--- src/mha_pkg.sv ---
// Package for the multiset hash accumulator: hash constants, lane seeds,
// back-end state encoding and shared types. No dependencies.
`default_nettype none

package mha_pkg;

  localparam int MAX_LANES = 8;
  localparam int CFG_IDX_W = 8;
  localparam int DIV_STEPS = 34;
  localparam int STEP_W    = 6;

  localparam logic [31:0] C_SCR1    = 32'hcc9e2d51;
  localparam logic [31:0] C_SCR2    = 32'h1b873593;
  localparam logic [31:0] C_MIX_ADD = 32'he6546b64;
  localparam logic [31:0] C_FMIX1   = 32'h85ebca6b;
  localparam logic [31:0] C_FMIX2   = 32'hc2b2ae35;
  localparam logic [31:0] MOD_RESET = 32'hfffffffb;

  localparam logic [MAX_LANES-1:0][31:0] LANE_SEED = {
    32'h8d7c6b5a, 32'h0f5e2a8b, 32'h1a6b3d9c, 32'h2b8a4c7e,
    32'h3c9d5e8f, 32'h4f2e6a1b, 32'h7feb352d, 32'h9747b28c
  };

  // Lane index times the first finalizer constant, modulo 2^32.
  localparam logic [MAX_LANES-1:0][31:0] LANE_DELTA = {
    32'ha97288ed, 32'h2386be82, 32'h9d9af417, 32'h17af29ac,
    32'h91c35f41, 32'h0bd794d6, 32'h85ebca6b, 32'h00000000
  };

  typedef enum logic [2:0] {
    ST_IDLE,
    ST_MUL1,
    ST_MUL2,
    ST_FIN,
    ST_DIV1,
    ST_ADJ,
    ST_DIV2,
    ST_OUT
  } back_state_t;

  typedef struct packed {
    logic full;
    logic empty;
  } fifo_stat_t;

endpackage

`default_nettype wire

--- src/mha_fifo.sv ---
// Two-entry queue that carries finished lane hashes from the front end
// to the back end. Depends on mha_pkg.
`default_nettype none

module mha_fifo #(
  parameter int W = 290
) (
  input  wire logic            clk,
  input  wire logic            rst_n,
  input  wire logic            push,
  input  wire logic [W-1:0]    push_data,
  input  wire logic            pop,
  output logic [W-1:0]         pop_data,
  output mha_pkg::fifo_stat_t  stat
);
  import mha_pkg::*;

  logic [W-1:0] mem_r [2];
  logic         wp_r, rp_r;
  logic [1:0]   cnt_r;

  assign stat.full  = (cnt_r == 2'd2);
  assign stat.empty = (cnt_r == 2'd0);
  assign pop_data   = mem_r[rp_r];

  // Pointers and fill count.
  always_ff @(posedge clk) begin
    if (!rst_n) begin
      wp_r  <= 1'b0;
      rp_r  <= 1'b0;
      cnt_r <= 2'd0;
    end else begin
      if (push) begin
        wp_r <= !wp_r;
      end
      if (pop) begin
        rp_r <= !rp_r;
      end
      cnt_r <= cnt_r + {1'b0, push} - {1'b0, pop};
    end
  end

  // Entry storage.
  always_ff @(posedge clk) begin
    if (push) begin
      mem_r[wp_r] <= push_data;
    end
  end

endmodule

`default_nettype wire

--- config.mk ---
export PLATFORM = sky130hd
export DESIGN_NAME = mha_fifo
export DESIGN_NICKNAME = d
export VERILOG_FILES = /design/src/mha_pkg.sv /design/src/mha_fifo.sv
export SDC_FILE = /design/constraint.sdc
export NUM_CORES = 1
export LEC_CHECK = 0
export ABC_AREA = 0
export BUFFER_PORTS_ARGS = -buffer_cell sky130_fd_sc_hd__buf_2
export CAP_MARGIN = 10
export CORE_AREA = 2 2 229 231
export CTS_CLUSTER_SIZE = 24
export DETAILED_ROUTE_END_ITERATION = 8
export DIE_AREA = 0 0 231 233
export PLACE_DENSITY = 0.65
export SYNTH_ARGS = -nofsm -noshare
export SYNTH_HDL_FRONTEND = slang
export SYNTH_SLANG_ARGS = --single-unit
export TNS_END_PERCENT = 50
--- constraint.sdc ---
create_clock -name clk -period 21.8 [get_ports clk]
set_input_delay 4.36 -clock clk [delete_from_list [all_inputs] [get_ports clk]]
set_output_delay 4.36 -clock clk [all_outputs]
set_load 0.01 [all_outputs]
==> results of run 1 <==
metal layers:
layer  wire, microns  vias up  track usage
met5              92        -            0
met4            1320       16       0.0577
met1           17700     5423        0.194
li1                -     4950            -
met2           23500      439        0.284
met3            4450       97       0.0683
state kept, by name (all words and copies together), names as in the netlist, named ones only:
name and count:
rp_r 1, mem_r 580, cnt_r 2, wp_r 1
layout by cell type (no fill, tap or decap), types with 2 or more instances in the layout:
cell and instances:
and2_1 3, buf_2 585, buf_4 9, bufinv_16 6, clkbuf_1 14, clkbuf_16 59
clkbuf_8 2, clkinv_1 13, clkinv_2 9, dfxtp_1 4, diode_2 11, edfxtp_1 580
ha_1 2, inv_1 2, inv_6 2, mux2_2 190, mux2_4 100, nor2b_1 3
path summary, 6_finish.rpt:
kind / startpoint / end / cells after the start
max reg2reg: wp_r / mem_r[0][234] / 3
max: register / pop_data[154] / 5
min reg2reg: rp_r / register / 2
min: rp_r / register / 2
power groups by stage:
| stage | Clock (mW) | Combinational (mW) | Sequential [mW] |
|---|---|---|---|
| 2_1_floorplan | 0 | 0.157 | 1.36 |
| 3_3_place_gp | 0 | 0.263 | 1.34 |
| 3_5_place_dp | 0 | 0.268 | 1.35 |
| 4_1_cts | 0.999 | 0.269 | 1.32 |
| 5_1_grt | 1.04 | 0.283 | 1.33 |
| 6_report | 0.975 | 0.264 | 1.32 |
cells by family after synthesis:
family	count (synthesis)	share of synthesized area
mux	290	0.169
simple gates	9	0.00250
xor+xnor	2	0.00145
buf+inv	34	0.0111
fa+ha+maj	2	0.00116
flops	585	0.814
compound gates	1	0.000349
worst register-to-register path: cells and delay by family, from the launching register on:
family,cells,cell delay [ps]
flip-flops,1,340
AND/OR/NAND/NOR,1,700
buffers and inverters,2,1870
area by class of cell:
| cell class | count | area (sq um) | share of cell area |
|---|---|---|---|
| flip-flops and latches | 585 | 17500 | 0.648 |
| multi-input cells | 304 | 3770 | 0.139 |
| repair buffers | 595 | 3020 | 0.111 |
| clock buffers | 75 | 1560 | 0.0575 |
| well taps | 680 | 851 | 0.0314 |
| clock inverters | 32 | 312 | 0.0115 |
| diodes | 11 | 27.5 | 0.00102 |
| inverters | 2 | 7.51 | 0.000277 |
==> flow_summary.json, run 1 <==
{
  "synth_warnings": 0,
  "wl_per_cell_microns": 20.6,
  "grt.total_usage": 0.168,
  "critical_path_class": "register to primary output",
  "cp.required_ps": 17440,
  "p_int_mw": 2.00,
  "path_common_cell": "buf_4",
  "final.period_utilization": 0.419,
  "die_area_sq_um": 53800,
  "grt_overflow_total": 0,
  "utilization": 0.530,
  "die_h_microns": 233,
  "post-dp-hpwl_microns": 32600,
  "numClockSinks": 585,
  "cts_tree": "built",
  "drv_slew": 0,
  "p_sw_frac": 0.217,
  "place_congestion": 0.806,
  "critPathTopFamily": "buffers and inverters",
  "start_util": 0.421,
  "core_area_sq_um": 51100,
  "area_growth_pct": 25.8,
  "pwr-share-comb": 0.103,
  "viasPerCell": 4.78,
  "clk_pin_slew_worst_paths_ps": 60,
  "cp_max_fo": 72,
  "seqPwrFrac": 0.516,
  "synth_common_cells": "edfxtp_1, mux2_2, mux2_4, buf_2, buf_6",
  "holdWs_ps": 577,
  "grt_pass1_wl_microns": 68000,
  "rrSetupSlack_ps": 18440,
  "num-fill-cells": 4155,
  "crit_arrival_ps": 4770,
  "synth_cell_types": 15,
  "placed_area_sq_um": 25200,
  "first_global_vias": 11300,
  "hp-class": "register to register",
  "die_w_microns": 231,
  "place_ws_ps": 13230,
  "stdcell_area_sq_um": 27100,
  "synth_area_sq_um": 21500,
  "post_cts_resized": 0,
  "synth-main-ff-cell": "edfxtp_1",
  "ys_ff_latch": 585,
  "grt_max_degree": 151,
  "cts_root_buf": "clkbuf_16",
  "io_pins": 586,
  "drt_iter0_drc": 613,
  "vias": 10900,
  "yosys.area.top_type": "edfxtp_1",
  "path_cells": "buf_4 > buf_4 > buf_4 > mux2_2 > buf_2",
  "rsz0062_at_grt": "false",
  "ys_seq_area_frac": 0.814,
  "grt_antenna_before_repair": 18,
  "status": "complete, no violations",
  "hold_buffers": 0,
  "final_cells": 2284,
  "netlist_instances": 923,
  "finClkSkew_ps": 15.1,
  "fin_crit_ps": 9130,
  "startpoint_type": "register",
  "nets": 1842,
  "portBuffers": 585,
  "post_cts_buffers": 0,
  "drive_gt1_frac": 0.608,
  "cts_buffers": 58,
  "synth_edf_count": 580,
  "syn_avg_cell_area_sq_um": 23.3,
  "slew_headroom": 0.254,
  "slowest_stage": "dfxtp_4",
  "ir_drop_mv": 0.0814,
  "max_stage_delay_ps": 1080,
  "rows": 83,
  "drc": 0,
  "worst_pin_slew_ps": 1120,
  "first_pass_iters": 4,
  "switchingPower_uw": 557,
  "syn-num-nets": 1219,
  "postRouteAntennaNets": 0,
  "setup_slack_ps": 12670,
  "cp-end-kind": "primary output",
  "wl_microns": 47000,
  "cp_num_buf_inv": 4,
  "clockPowerShare": 0.381,
  "clk_latency_ps": 590,
  "drv_cap": 0,
  "final_hold_viol_count": 0,
  "clk_path_buf_depth": 3,
  "power.total_mw": 2.56,
  "ys_async_sr_fraction": 0,
  "placedCellCount": 2166,
  "setup_viol": 0,
  "setup_tns_ps": 0,
  "leakage_nw": 10.3,
  "max_freq_mhz": 110,
  "p_per_area_nw_per_um2": 94.6,
  "h-tree-depth": 2,
  "synth_top_area_share": 0.810,
  "yosysMostFrequentCell": "edfxtp_1",
  "synth.area.top_cells": "edfxtp_1, mux2_2, mux2_4"
}
No activity file was read; power rests on OpenSTA's default activity.
==> run 2, diff against run 1 <==
- clock period: 21.8 -> 9.05 ns (I/O delays scaled with it)
==> run 2 against run 1 <==
Via count about the same. Largest power group unchanged. Utilization grew 0.26 points. Critical endpoint is now pop_data[177]. Sequential power is 140% higher.
==> flow_summary.json, run 2 (same netlist as run 1, synthesis figures left out) <==
{
  "largest_reg_flops": 580,
  "io_pins": 586,
  "rr_startpoint": "wp_r",
  "die_h_microns": 233,
  "ir_drop_mv": 0.193,
  "drv_cap": 0,
  "wl_per_cell_microns": 20.7,
  "area_growth_pct": 26.4,
  "p_per_area_nw_per_um2": 230,
  "postRouteAntennaNets": 0,
  "start_util": 0.421,
  "rrSetupSlack_ps": 6620,
  "rows": 83,
  "place_congestion": 0.830,
  "die_area_sq_um": 53800,
  "grt_overflow_total": 0,
  "final_common_cell": "buf_2",
  "numClockSinks": 585,
  "r2r_end": "mem_r[0][31]",
  "cp.required_ps": 7240,
  "clk_pin_slew_worst_paths_ps": 60,
  "reg2regPathDepth": 3,
  "layout_common_cells": "buf_2, edfxtp_1, mux2_2",
  "fin_crit_ps": 4870,
  "drt_iter0_drc": 592,
  "cts_buffers": 60,
  "worstHoldStart": "rp_r",
  "rsz0062_at_grt": "false",
  "power.total_mw": 6.26,
  "slew_headroom": 0.267,
  "die_w_microns": 231,
  "setup_viol": 0,
  "drv_slew": 0,
  "vias": 10900,
  "clk_latency_ps": 600,
  "post_cts_buffers": 0,
  "nets": 1842,
  "cp-end-kind": "primary output",
  "grt_pass1_wl_microns": 67600,
  "critical_path_class": "register to primary output",
  "largest-register": "mem_r",
  "cp_max_fo": 67,
  "drc": 0,
  "viasPerCell": 4.79,
  "cts_root_buf": "clkbuf_16",
  "wl_microns": 47300,
  "crit_arrival_ps": 3060,
  "status": "complete, no violations",
  "post_cts_resized": 0,
  "startpoint_type": "register",
  "core_area_sq_um": 51100,
  "grt_antenna_before_repair": 20,
  "portBuffers": 585,
  "clk_path_buf_depth": 3,
  "post-dp-hpwl_microns": 32300,
  "h-tree-depth": 2,
  "max_freq_mhz": 205,
  "finClkSkew_ps": 15.1,
  "grt_max_degree": 151,
  "cts_tree": "built",
  "first_global_vias": 11400,
  "setup_tns_ps": 0,
  "drive_gt1_frac": 0.611,
  "final.period_utilization": 0.538,
  "holdWs_ps": 604,
  "grt.total_usage": 0.169,
  "leakage_nw": 10.3,
  "largestRegisters": "mem_r: 580 flops, cnt_r: 2 flops",
  "hp-class": "register to register",
  "utilization": 0.532,
  "worst_pin_slew_ps": 1100,
  "first_pass_iters": 4,
  "holdPathStages": 2,
  "hold_buffers": 0,
  "final_hold_viol_count": 0
}
==> run 2: layer usage <==
layer / vias to the layer above / global-route usage / share of wire
li1: 4966 / - / -
met1: 5395 / 0.190 / 0.37
met2: 444 / 0.290 / 0.50
met3: 110 / 0.0654 / 0.089
met4: 18 / 0.0651 / 0.032
met5: - / 0 / 0.0026
==> run 2: worst max-delay path by stage <==
stage	end	slack, ps	start	cells past startpoint
after floorplan	mem_r[1][0]	50	push	1
after global placement	pop_data[177]	4830	register	3
after detailed placement	pop_data[177]	4800	register	3
after CTS	pop_data[177]	4130	register	3
after global routing	pop_data[177]	3980	register	3
final	pop_data[177]	4180	register	3
==> run 2: worst max-delay path, stage by stage, from the launching register on <==
cell,delay [ps]
dfxtp_4,920
buf_4,840
mux2_2,420
buf_2,140
==> run 2: power breakdown <==
group	leakage, nW	internal (mW)	switching, mW
clock	0.967	1.47	0.977
combinational	3.89	0.310	0.328
sequential	5.49	3.14	0.0446
==> run 2: through the flow <==
stage / std cells / cell area (sq um) / setup slack, ps
finish: 2284 / 27200 / 4180
global route: 2282 / 27200 / 3980
CTS: 2274 / 27200 / 4130
detailed placement: 2164 / 25200 / 4800
global placement: 2164 / 25200 / 4830
floorplan: 923 / 21500 / 52.5
==> run 2: area by class of cell <==
class | count | area, sq um
tap | 680 | 851
timing repair buffer | 593 | 3040
antenna | 10 | 25.0
clock inverter | 32 | 352
clock buffer | 78 | 1630
multi-input combinational | 304 | 3770
inverter | 2 | 7.51
fill | 4096 | 23900
sequential | 585 | 17500
