**src/mha_pkg.sv**
```systemverilog
// Package for the multiset hash accumulator: hash constants, lane seeds,
// back-end state encoding and shared types. No dependencies.
`default_nettype none

package mha_pkg;

  localparam int MAX_LANES = 8;
  localparam int CFG_IDX_W = 8;
  localparam int DIV_STEPS = 34;
  localparam int STEP_W    = 6;

  localparam logic [31:0] C_SCR1    = 32'hcc9e2d51;
  localparam logic [31:0] C_SCR2    = 32'h1b873593;
  localparam logic [31:0] C_MIX_ADD = 32'he6546b64;
  localparam logic [31:0] C_FMIX1   = 32'h85ebca6b;
  localparam logic [31:0] C_FMIX2   = 32'hc2b2ae35;
  localparam logic [31:0] MOD_RESET = 32'hfffffffb;

  localparam logic [MAX_LANES-1:0][31:0] LANE_SEED = {
    32'h8d7c6b5a, 32'h0f5e2a8b, 32'h1a6b3d9c, 32'h2b8a4c7e,
    32'h3c9d5e8f, 32'h4f2e6a1b, 32'h7feb352d, 32'h9747b28c
  };

  // Lane index times the first finalizer constant, modulo 2^32.
  localparam logic [MAX_LANES-1:0][31:0] LANE_DELTA = {
    32'ha97288ed, 32'h2386be82, 32'h9d9af417, 32'h17af29ac,
    32'h91c35f41, 32'h0bd794d6, 32'h85ebca6b, 32'h00000000
  };

  typedef enum logic [2:0] {
    ST_IDLE,
    ST_MUL1,
    ST_MUL2,
    ST_FIN,
    ST_DIV1,
    ST_ADJ,
    ST_DIV2,
    ST_OUT
  } back_state_t;

  typedef struct packed {
    logic full;
    logic empty;
  } fifo_stat_t;

endpackage

`default_nettype wire

```
**src/mha_ifs.sv**
```systemverilog
// Channel interfaces of the multiset hash accumulator: word requests,
// result requests and configuration writes. Depends on mha_pkg.
`default_nettype none

interface mha_in_if;
  logic        valid;
  logic        ready;
  logic        mode;
  logic [31:0] data_word;
  logic [2:0]  valid_bytes;
  logic        last_word;
  modport source (output valid, mode, data_word, valid_bytes, last_word, input ready);
  modport sink   (input valid, mode, data_word, valid_bytes, last_word, output ready);
endinterface


`default_nettype wire

```
**src/mha_front.sv**
```systemverilog
// Front end: accepts record words, scrambles them in two multiply stages
// and folds them into the lane hashes. Depends on mha_pkg and mha_ifs.
`default_nettype none

module mha_front #(
  parameter int LANES = 8
) (
  input  wire logic                     clk,
  input  wire logic                     rst_n,
  mha_in_if.sink                        in_req,
  input  wire mha_pkg::fifo_stat_t      q_stat,
  output logic                          q_push,
  output logic [LANES-1:0][31:0]        q_hash,
  output logic [31:0]                   q_len,
  output logic                          q_mode
);
  import mha_pkg::*;

  logic              s1_valid_r, s2_valid_r;
  logic              s1_last_r, s2_last_r;
  logic              s1_mode_r, s2_mode_r;
  logic              s1_full_r, s2_full_r;
  logic              s1_part_r, s2_part_r;
  logic [2:0]        s1_add_r, s2_add_r;
  logic [31:0]       s1_k_r, s2_k_r;
  logic [LANES-1:0][31:0] hash_r, hash_nxt, hash_upd;
  logic [31:0]       len_r, len_nxt, len_upd;
  logic              adv;
  logic              acc;
  logic [31:0]       w_mask;
  logic              in_full, in_part;
  logic [31:0]       k1_rot;

  // The pipeline only halts when a finished record cannot enter the queue.
  assign adv          = !(s2_valid_r && s2_last_r && q_stat.full);
  assign in_req.ready = adv;
  assign acc          = in_req.valid && adv;

  // Classify the word: full block, partial tail, or nothing to mix.
  always_comb begin
    in_full = !in_req.last_word || (in_req.valid_bytes >= 3'd4);
    in_part = in_req.last_word && (in_req.valid_bytes != 3'd0) &&
              (in_req.valid_bytes < 3'd4);
    case (in_req.valid_bytes)
      3'd1:    w_mask = {24'd0, in_req.data_word[7:0]};
      3'd2:    w_mask = {16'd0, in_req.data_word[15:0]};
      3'd3:    w_mask = {8'd0, in_req.data_word[23:0]};
      default: w_mask = in_req.data_word;
    endcase
    if (in_full) begin
      w_mask = in_req.data_word;
    end
  end

  assign k1_rot = {s1_k_r[16:0], s1_k_r[31:17]};

  // Lane update from the word in the last stage.
  always_comb begin
    logic [31:0] t;
    for (int i = 0; i < LANES; i++) begin
      t = hash_r[i] ^ (s2_k_r + LANE_DELTA[i]);
      t = {t[18:0], t[31:19]};
      if (s2_full_r) begin
        hash_upd[i] = {t[29:0], 2'b00} + t + C_MIX_ADD;
      end else if (s2_part_r) begin
        hash_upd[i] = hash_r[i] ^ s2_k_r;
      end else begin
        hash_upd[i] = hash_r[i];
      end
    end
    len_upd = len_r + {29'd0, s2_add_r};
    hash_nxt = hash_r;
    len_nxt  = len_r;
    if (adv && s2_valid_r) begin
      hash_nxt = hash_upd;
      len_nxt  = len_upd;
      if (s2_last_r) begin
        for (int i = 0; i < LANES; i++) begin
          hash_nxt[i] = LANE_SEED[i];
        end
        len_nxt = 32'd0;
      end
    end
  end

  assign q_push = adv && s2_valid_r && s2_last_r;
  assign q_hash = hash_upd;
  assign q_len  = len_upd;
  assign q_mode = s2_mode_r;

  // Control state of the stages and the record state.
  always_ff @(posedge clk) begin
    if (!rst_n) begin
      s1_valid_r <= 1'b0;
      s2_valid_r <= 1'b0;
      len_r      <= 32'd0;
      for (int i = 0; i < LANES; i++) begin
        hash_r[i] <= LANE_SEED[i];
      end
    end else begin
      hash_r <= hash_nxt;
      len_r  <= len_nxt;
      if (adv) begin
        s1_valid_r <= acc;
        s2_valid_r <= s1_valid_r;
      end
    end
  end

  // Stage payload; each stage holds one multiplier result.
  always_ff @(posedge clk) begin
    if (adv) begin
      s1_k_r    <= w_mask * C_SCR1;
      s1_last_r <= in_req.last_word;
      s1_mode_r <= in_req.mode;
      s1_full_r <= in_full;
      s1_part_r <= in_part;
      s1_add_r  <= in_full ? 3'd4 : (in_part ? in_req.valid_bytes : 3'd0);
      s2_k_r    <= k1_rot * C_SCR2;
      s2_last_r <= s1_last_r;
      s2_mode_r <= s1_mode_r;
      s2_full_r <= s1_full_r;
      s2_part_r <= s1_part_r;
      s2_add_r  <= s1_add_r;
    end
  end

endmodule

`default_nettype wire

```
**src/flat_wrapper.sv**
```systemverilog
// flat-port wrapper written by rule: the top's interface ports become plain ports
module mha_front_flat import mha_pkg::*;
#(
  parameter int LANES = 8
)
  (clk, rst_n, q_stat, q_push, q_hash, q_len, q_mode, in_req_valid, in_req_mode, in_req_data_word, in_req_valid_bytes, in_req_last_word, in_req_ready);
  mha_in_if in_req_i ();
  input  wire logic clk;
  input  wire logic rst_n;
  input  wire mha_pkg::fifo_stat_t q_stat;
  output logic q_push;
  output logic [LANES-1:0][31:0] q_hash;
  output logic [31:0] q_len;
  output logic q_mode;
  input wire logic [$bits(in_req_i.valid)-1:0] in_req_valid;
  input wire logic [$bits(in_req_i.mode)-1:0] in_req_mode;
  input wire logic [$bits(in_req_i.data_word)-1:0] in_req_data_word;
  input wire logic [$bits(in_req_i.valid_bytes)-1:0] in_req_valid_bytes;
  input wire logic [$bits(in_req_i.last_word)-1:0] in_req_last_word;
  output wire logic [$bits(in_req_i.ready)-1:0] in_req_ready;
  assign in_req_i.valid = in_req_valid;
  assign in_req_i.mode = in_req_mode;
  assign in_req_i.data_word = in_req_data_word;
  assign in_req_i.valid_bytes = in_req_valid_bytes;
  assign in_req_i.last_word = in_req_last_word;
  assign in_req_ready = in_req_i.ready;
  mha_front #(.LANES(LANES)) u_core (.clk(clk), .rst_n(rst_n), .in_req(in_req_i), .q_stat(q_stat), .q_push(q_push), .q_hash(q_hash), .q_len(q_len), .q_mode(q_mode));
endmodule
```
**config.mk**
```make
export PLATFORM = sky130hd
export DESIGN_NAME = mha_front_flat
export DESIGN_NICKNAME = d
export VERILOG_FILES = /design/src/mha_pkg.sv /design/src/mha_ifs.sv /design/src/mha_front.sv /design/src/flat_wrapper.sv
export SDC_FILE = /design/constraint.sdc
export NUM_CORES = 2
export LEC_CHECK = 0
export ABC_CLOCK_PERIOD_IN_PS = 6100
export BUFFER_PORTS_ARGS = -buffer_cell sky130_fd_sc_hd__buf_4
export CORE_AREA = 5 5 383 385
export DETAILED_ROUTE_END_ITERATION = 12
export DIE_AREA = 0 0 388 390
export MAX_ROUTING_LAYER = met4
export PLACE_DENSITY = 0.68
export SYNTH_ARGS = -nofsm -noshare
export SYNTH_HDL_FRONTEND = slang
export SYNTH_SLANG_ARGS = --single-unit
```
**constraint.sdc**
```tcl
create_clock -name clk -period 6.1 [get_ports clk]
set_input_delay 0.305 -clock clk [delete_from_list [all_inputs] [get_ports clk]]
set_output_delay 0.305 -clock clk [all_outputs]
set_load 0.05 [all_outputs]
```
==> metrics.cfg <==
[timing]
slew_headroom=0.07311
drv_slew=0
timing.fmax_mhz=152.9
setup_ws_ns=-0.4415
fin_crit_sh=1.072
finalHoldViolations=0
period_needed_ns=6.542
setup_viol=75
rsz0062_at_grt=true
worst_pin_slew_ns=1.385
skew_ns=0.07584

[place]
dpl.cell_count=9699
dp_slack_ns=-0.5472
place_area_um2=67760
gp_congestion=1.028
io_buffers=331
dpl.hpwl_um=197300

[logic_synthesis]
synth_edf_count=78
ys_async_sr_fraction=0
synth_flop_cell=dfxtp_1
synth_area_um2=56750
ys_types=99
synth.avg_cell_area_um2=8.280
synth_warnings=0
syn-num-nets=8091
ys_ff_latch=368
yosysSeqAreaShare=0.1436
synthCells=6854

[job]
drv_cap=0

[clock_tree]
clk_pin_slew_worst_paths_ns=0.05
root_buffer=clkbuf_16
cts_buffer_depth=3
clk_latency_ns=0.72
cts.sinks=368
numCtsBuffers=54
cts_tree=yes
htreeDepth=2

[outcome]
status=complete, but fails checks
violations=negative setup slack

[global_routing]
grtUsageTotal=0.3349
overflow=0
grt_pass1_wl_um=368600
antenna_found_initial=7
grt_max_degree=134
grt_pass1_vias=55653

[worst_setup_path]
required_ns=5.79
rr_worst_depth=20
crit_cells=27
crit_type=reg -> out
critPathMaxFanout=4
crit_arrival_ns=6.24
start_kind=flop
path_delay_family=compound AO/OA/AOI/OAI gates
critPathMaxStageDelay_ns=0.52
crit_buf_inv=9
cp_slowest_cell=edfxtp_1
endpoint_kind=primary output

[cells_and_area]
final_cell_count_no_fill=10067
area_delta_synth_final_pct=37.18
finish.instance_area_um2=77850
nets=9344
drive_above_1_share=0.2898

[floorplan]
rows=139
core_area_um2=142800
die_area_um2=151300
die_width_um=388
die_h_um=390
initial_utilization=0.3975
boundaryPins=333

[min_path]
min_path_type=in -> reg
whs_path_depth=2

[drt]
drtPass1Iterations=9
ant_nets=0
viasPerCell=5.674
drc=0
vias=57119
post_drt_wl_per_cell_um=26.01
drt_iter0_drc=5861
wl_um=261900

## sequential cells by signal (all words and copies together), names as in the netlist
name               cells
u_core.s1_full_r       1
u_core.s2_full_r       1
u_core.s1_part_r       1
u_core.len_r          32
u_core.s1_add_r        3
u_core.s1_mode_r       1
u_core.hash_r        256
u_core.s2_valid_r      1
u_core.s2_add_r        3
u_core.q_mode          1
u_core.s1_k_r         32
u_core.s2_part_r       1
u_core.s1_last_r       1
u_core.s2_k_r         32
u_core.s2_last_r       1
u_core.s1_valid_r      1
## final timing paths
path	start	slack [ns]	endpoint
setup / recovery	u_core.s2_k_r[1]$_DFFE_PN_	-0.44	q_hash[255]
hold / removal	in_req_data_word[2]	0.08	u_core.s1_k_r[2]$_DFFE_PN_
setup reg to reg	u_core.s1_k_r[28]$_DFFE_PN_	-0.18	u_core.s2_k_r[31]$_DFFE_PN_
hold reg to reg	u_core.s1_add_r[2]$_SDFFCE_PP1N_	0.42	u_core.s2_add_r[2]$_DFFE_PN_
## Yosys cell counts, drive strengths merged, types with 26 or more instances
library cell,n,area share
nand4,34,0.0037
nand2b,39,0.0043
nor3,58,0.0055
inv,1017,0.067
o211ai,38,0.0052
nor2,306,0.020
buf,68,0.0050
dfxtp,290,0.10
mux2i,52,0.0092
and3,37,0.0041
nand2,547,0.036
o21ai,383,0.034
a21oi,368,0.033
and2,74,0.0082
ha,850,0.19
xnor2,686,0.11
nand3,93,0.0082
a22oi,72,0.0095
fa,345,0.12
edfxtp,78,0.041
o21a,54,0.0071
xor2,378,0.058
a31oi,42,0.0046
a211o,38,0.0059
o21bai,42,0.0056
clkbuf,192,0.013
a22o,26,0.0040
a21boi,28,0.0037
a211oi,51,0.0072
a21o,147,0.019
nor2b,106,0.012
o31ai,30,0.0043
## cell usage in the layout, fill, tap and decap left out, types with 51 or more instances in the layout
| master | n |
|---|---|
| a21o_1 | 147 |
| a21oi_1 | 264 |
| a21oi_2 | 81 |
| a22oi_1 | 71 |
| and2_1 | 61 |
| buf_4 | 1244 |
| buf_6 | 144 |
| clkbuf_16 | 56 |
| dfxtp_1 | 290 |
| edfxtp_1 | 78 |
| fa_1 | 328 |
| ha_1 | 704 |
| ha_4 | 130 |
| inv_1 | 968 |
| nand2_1 | 511 |
| nand3_1 | 81 |
| nor2_1 | 286 |
| nor2b_1 | 95 |
| o21a_1 | 51 |
| o21ai_0 | 230 |
| o21ai_1 | 56 |
| o21ai_2 | 69 |
| xnor2_1 | 612 |
| xnor2_2 | 59 |
| xor2_1 | 352 |
## layout make-up
class                           count  area, um2
Clock inverter                     26      296.5
Fill cell                       12711      64930
Timing Repair Buffer             1457      12110
Tap cell                         1903       2381
Clock buffer                       76       1526
Antenna cell                       11      27.53
Multi-Input combinational cell   5207      49500
Sequential cell                   368       8148
Inverter                         1019       3857
## logic make-up after synthesis
group,after synthesis,share of synthesized area
multiplexers,66,0.01195
adder cells (fa/ha/maj),1195,0.3091
buffers and inverters,1279,0.08510
flip-flops,368,0.1436
AO/OA/AOI/OAI,1494,0.1718
XOR/XNOR,1064,0.1642
AND/OR/NAND/NOR,1388,0.1143
## stage by stage
step | TNS [ns] | util | hold slack (ns)
finish | -10.57 | 0.5452 | 0.08239
global route | -25.22 | 0.5452 | 0.06081
CTS | -6.273 | 0.5184 | 0.04407
detailed placement | -7.066 | 0.4746 | 0.4045
global placement | -5.584 | 0.4746 | 0.4048
floorplan | -0.1384 | - | 0.4003
## timing repair
item / 4_1_cts / 5_1_grt
setup endpoints to repair: 157 / 163
gates resized for setup: 713 / 557
gates cloned: 1 / 0
hold buffers: 4 / 0
buffers inserted: 156 / 141
endpoints found under the hold margin: 4 / 0
pin swaps: 312 / 381
## layer usage
layer / track usage / routed length, um / up-vias
met2: 0.5124 / 113800 / 3089
met5: - / 0 / -
met4: 0.2059 / 21030 / 0
met3: 0.08491 / 27430 / 934
met1: 0.3960 / 99610 / 27628
li1: - / - / 25468
Power is left out: the tool's default activity adds up to more than one toggle a clock period on the data nets, which glitch-free logic cannot reach.
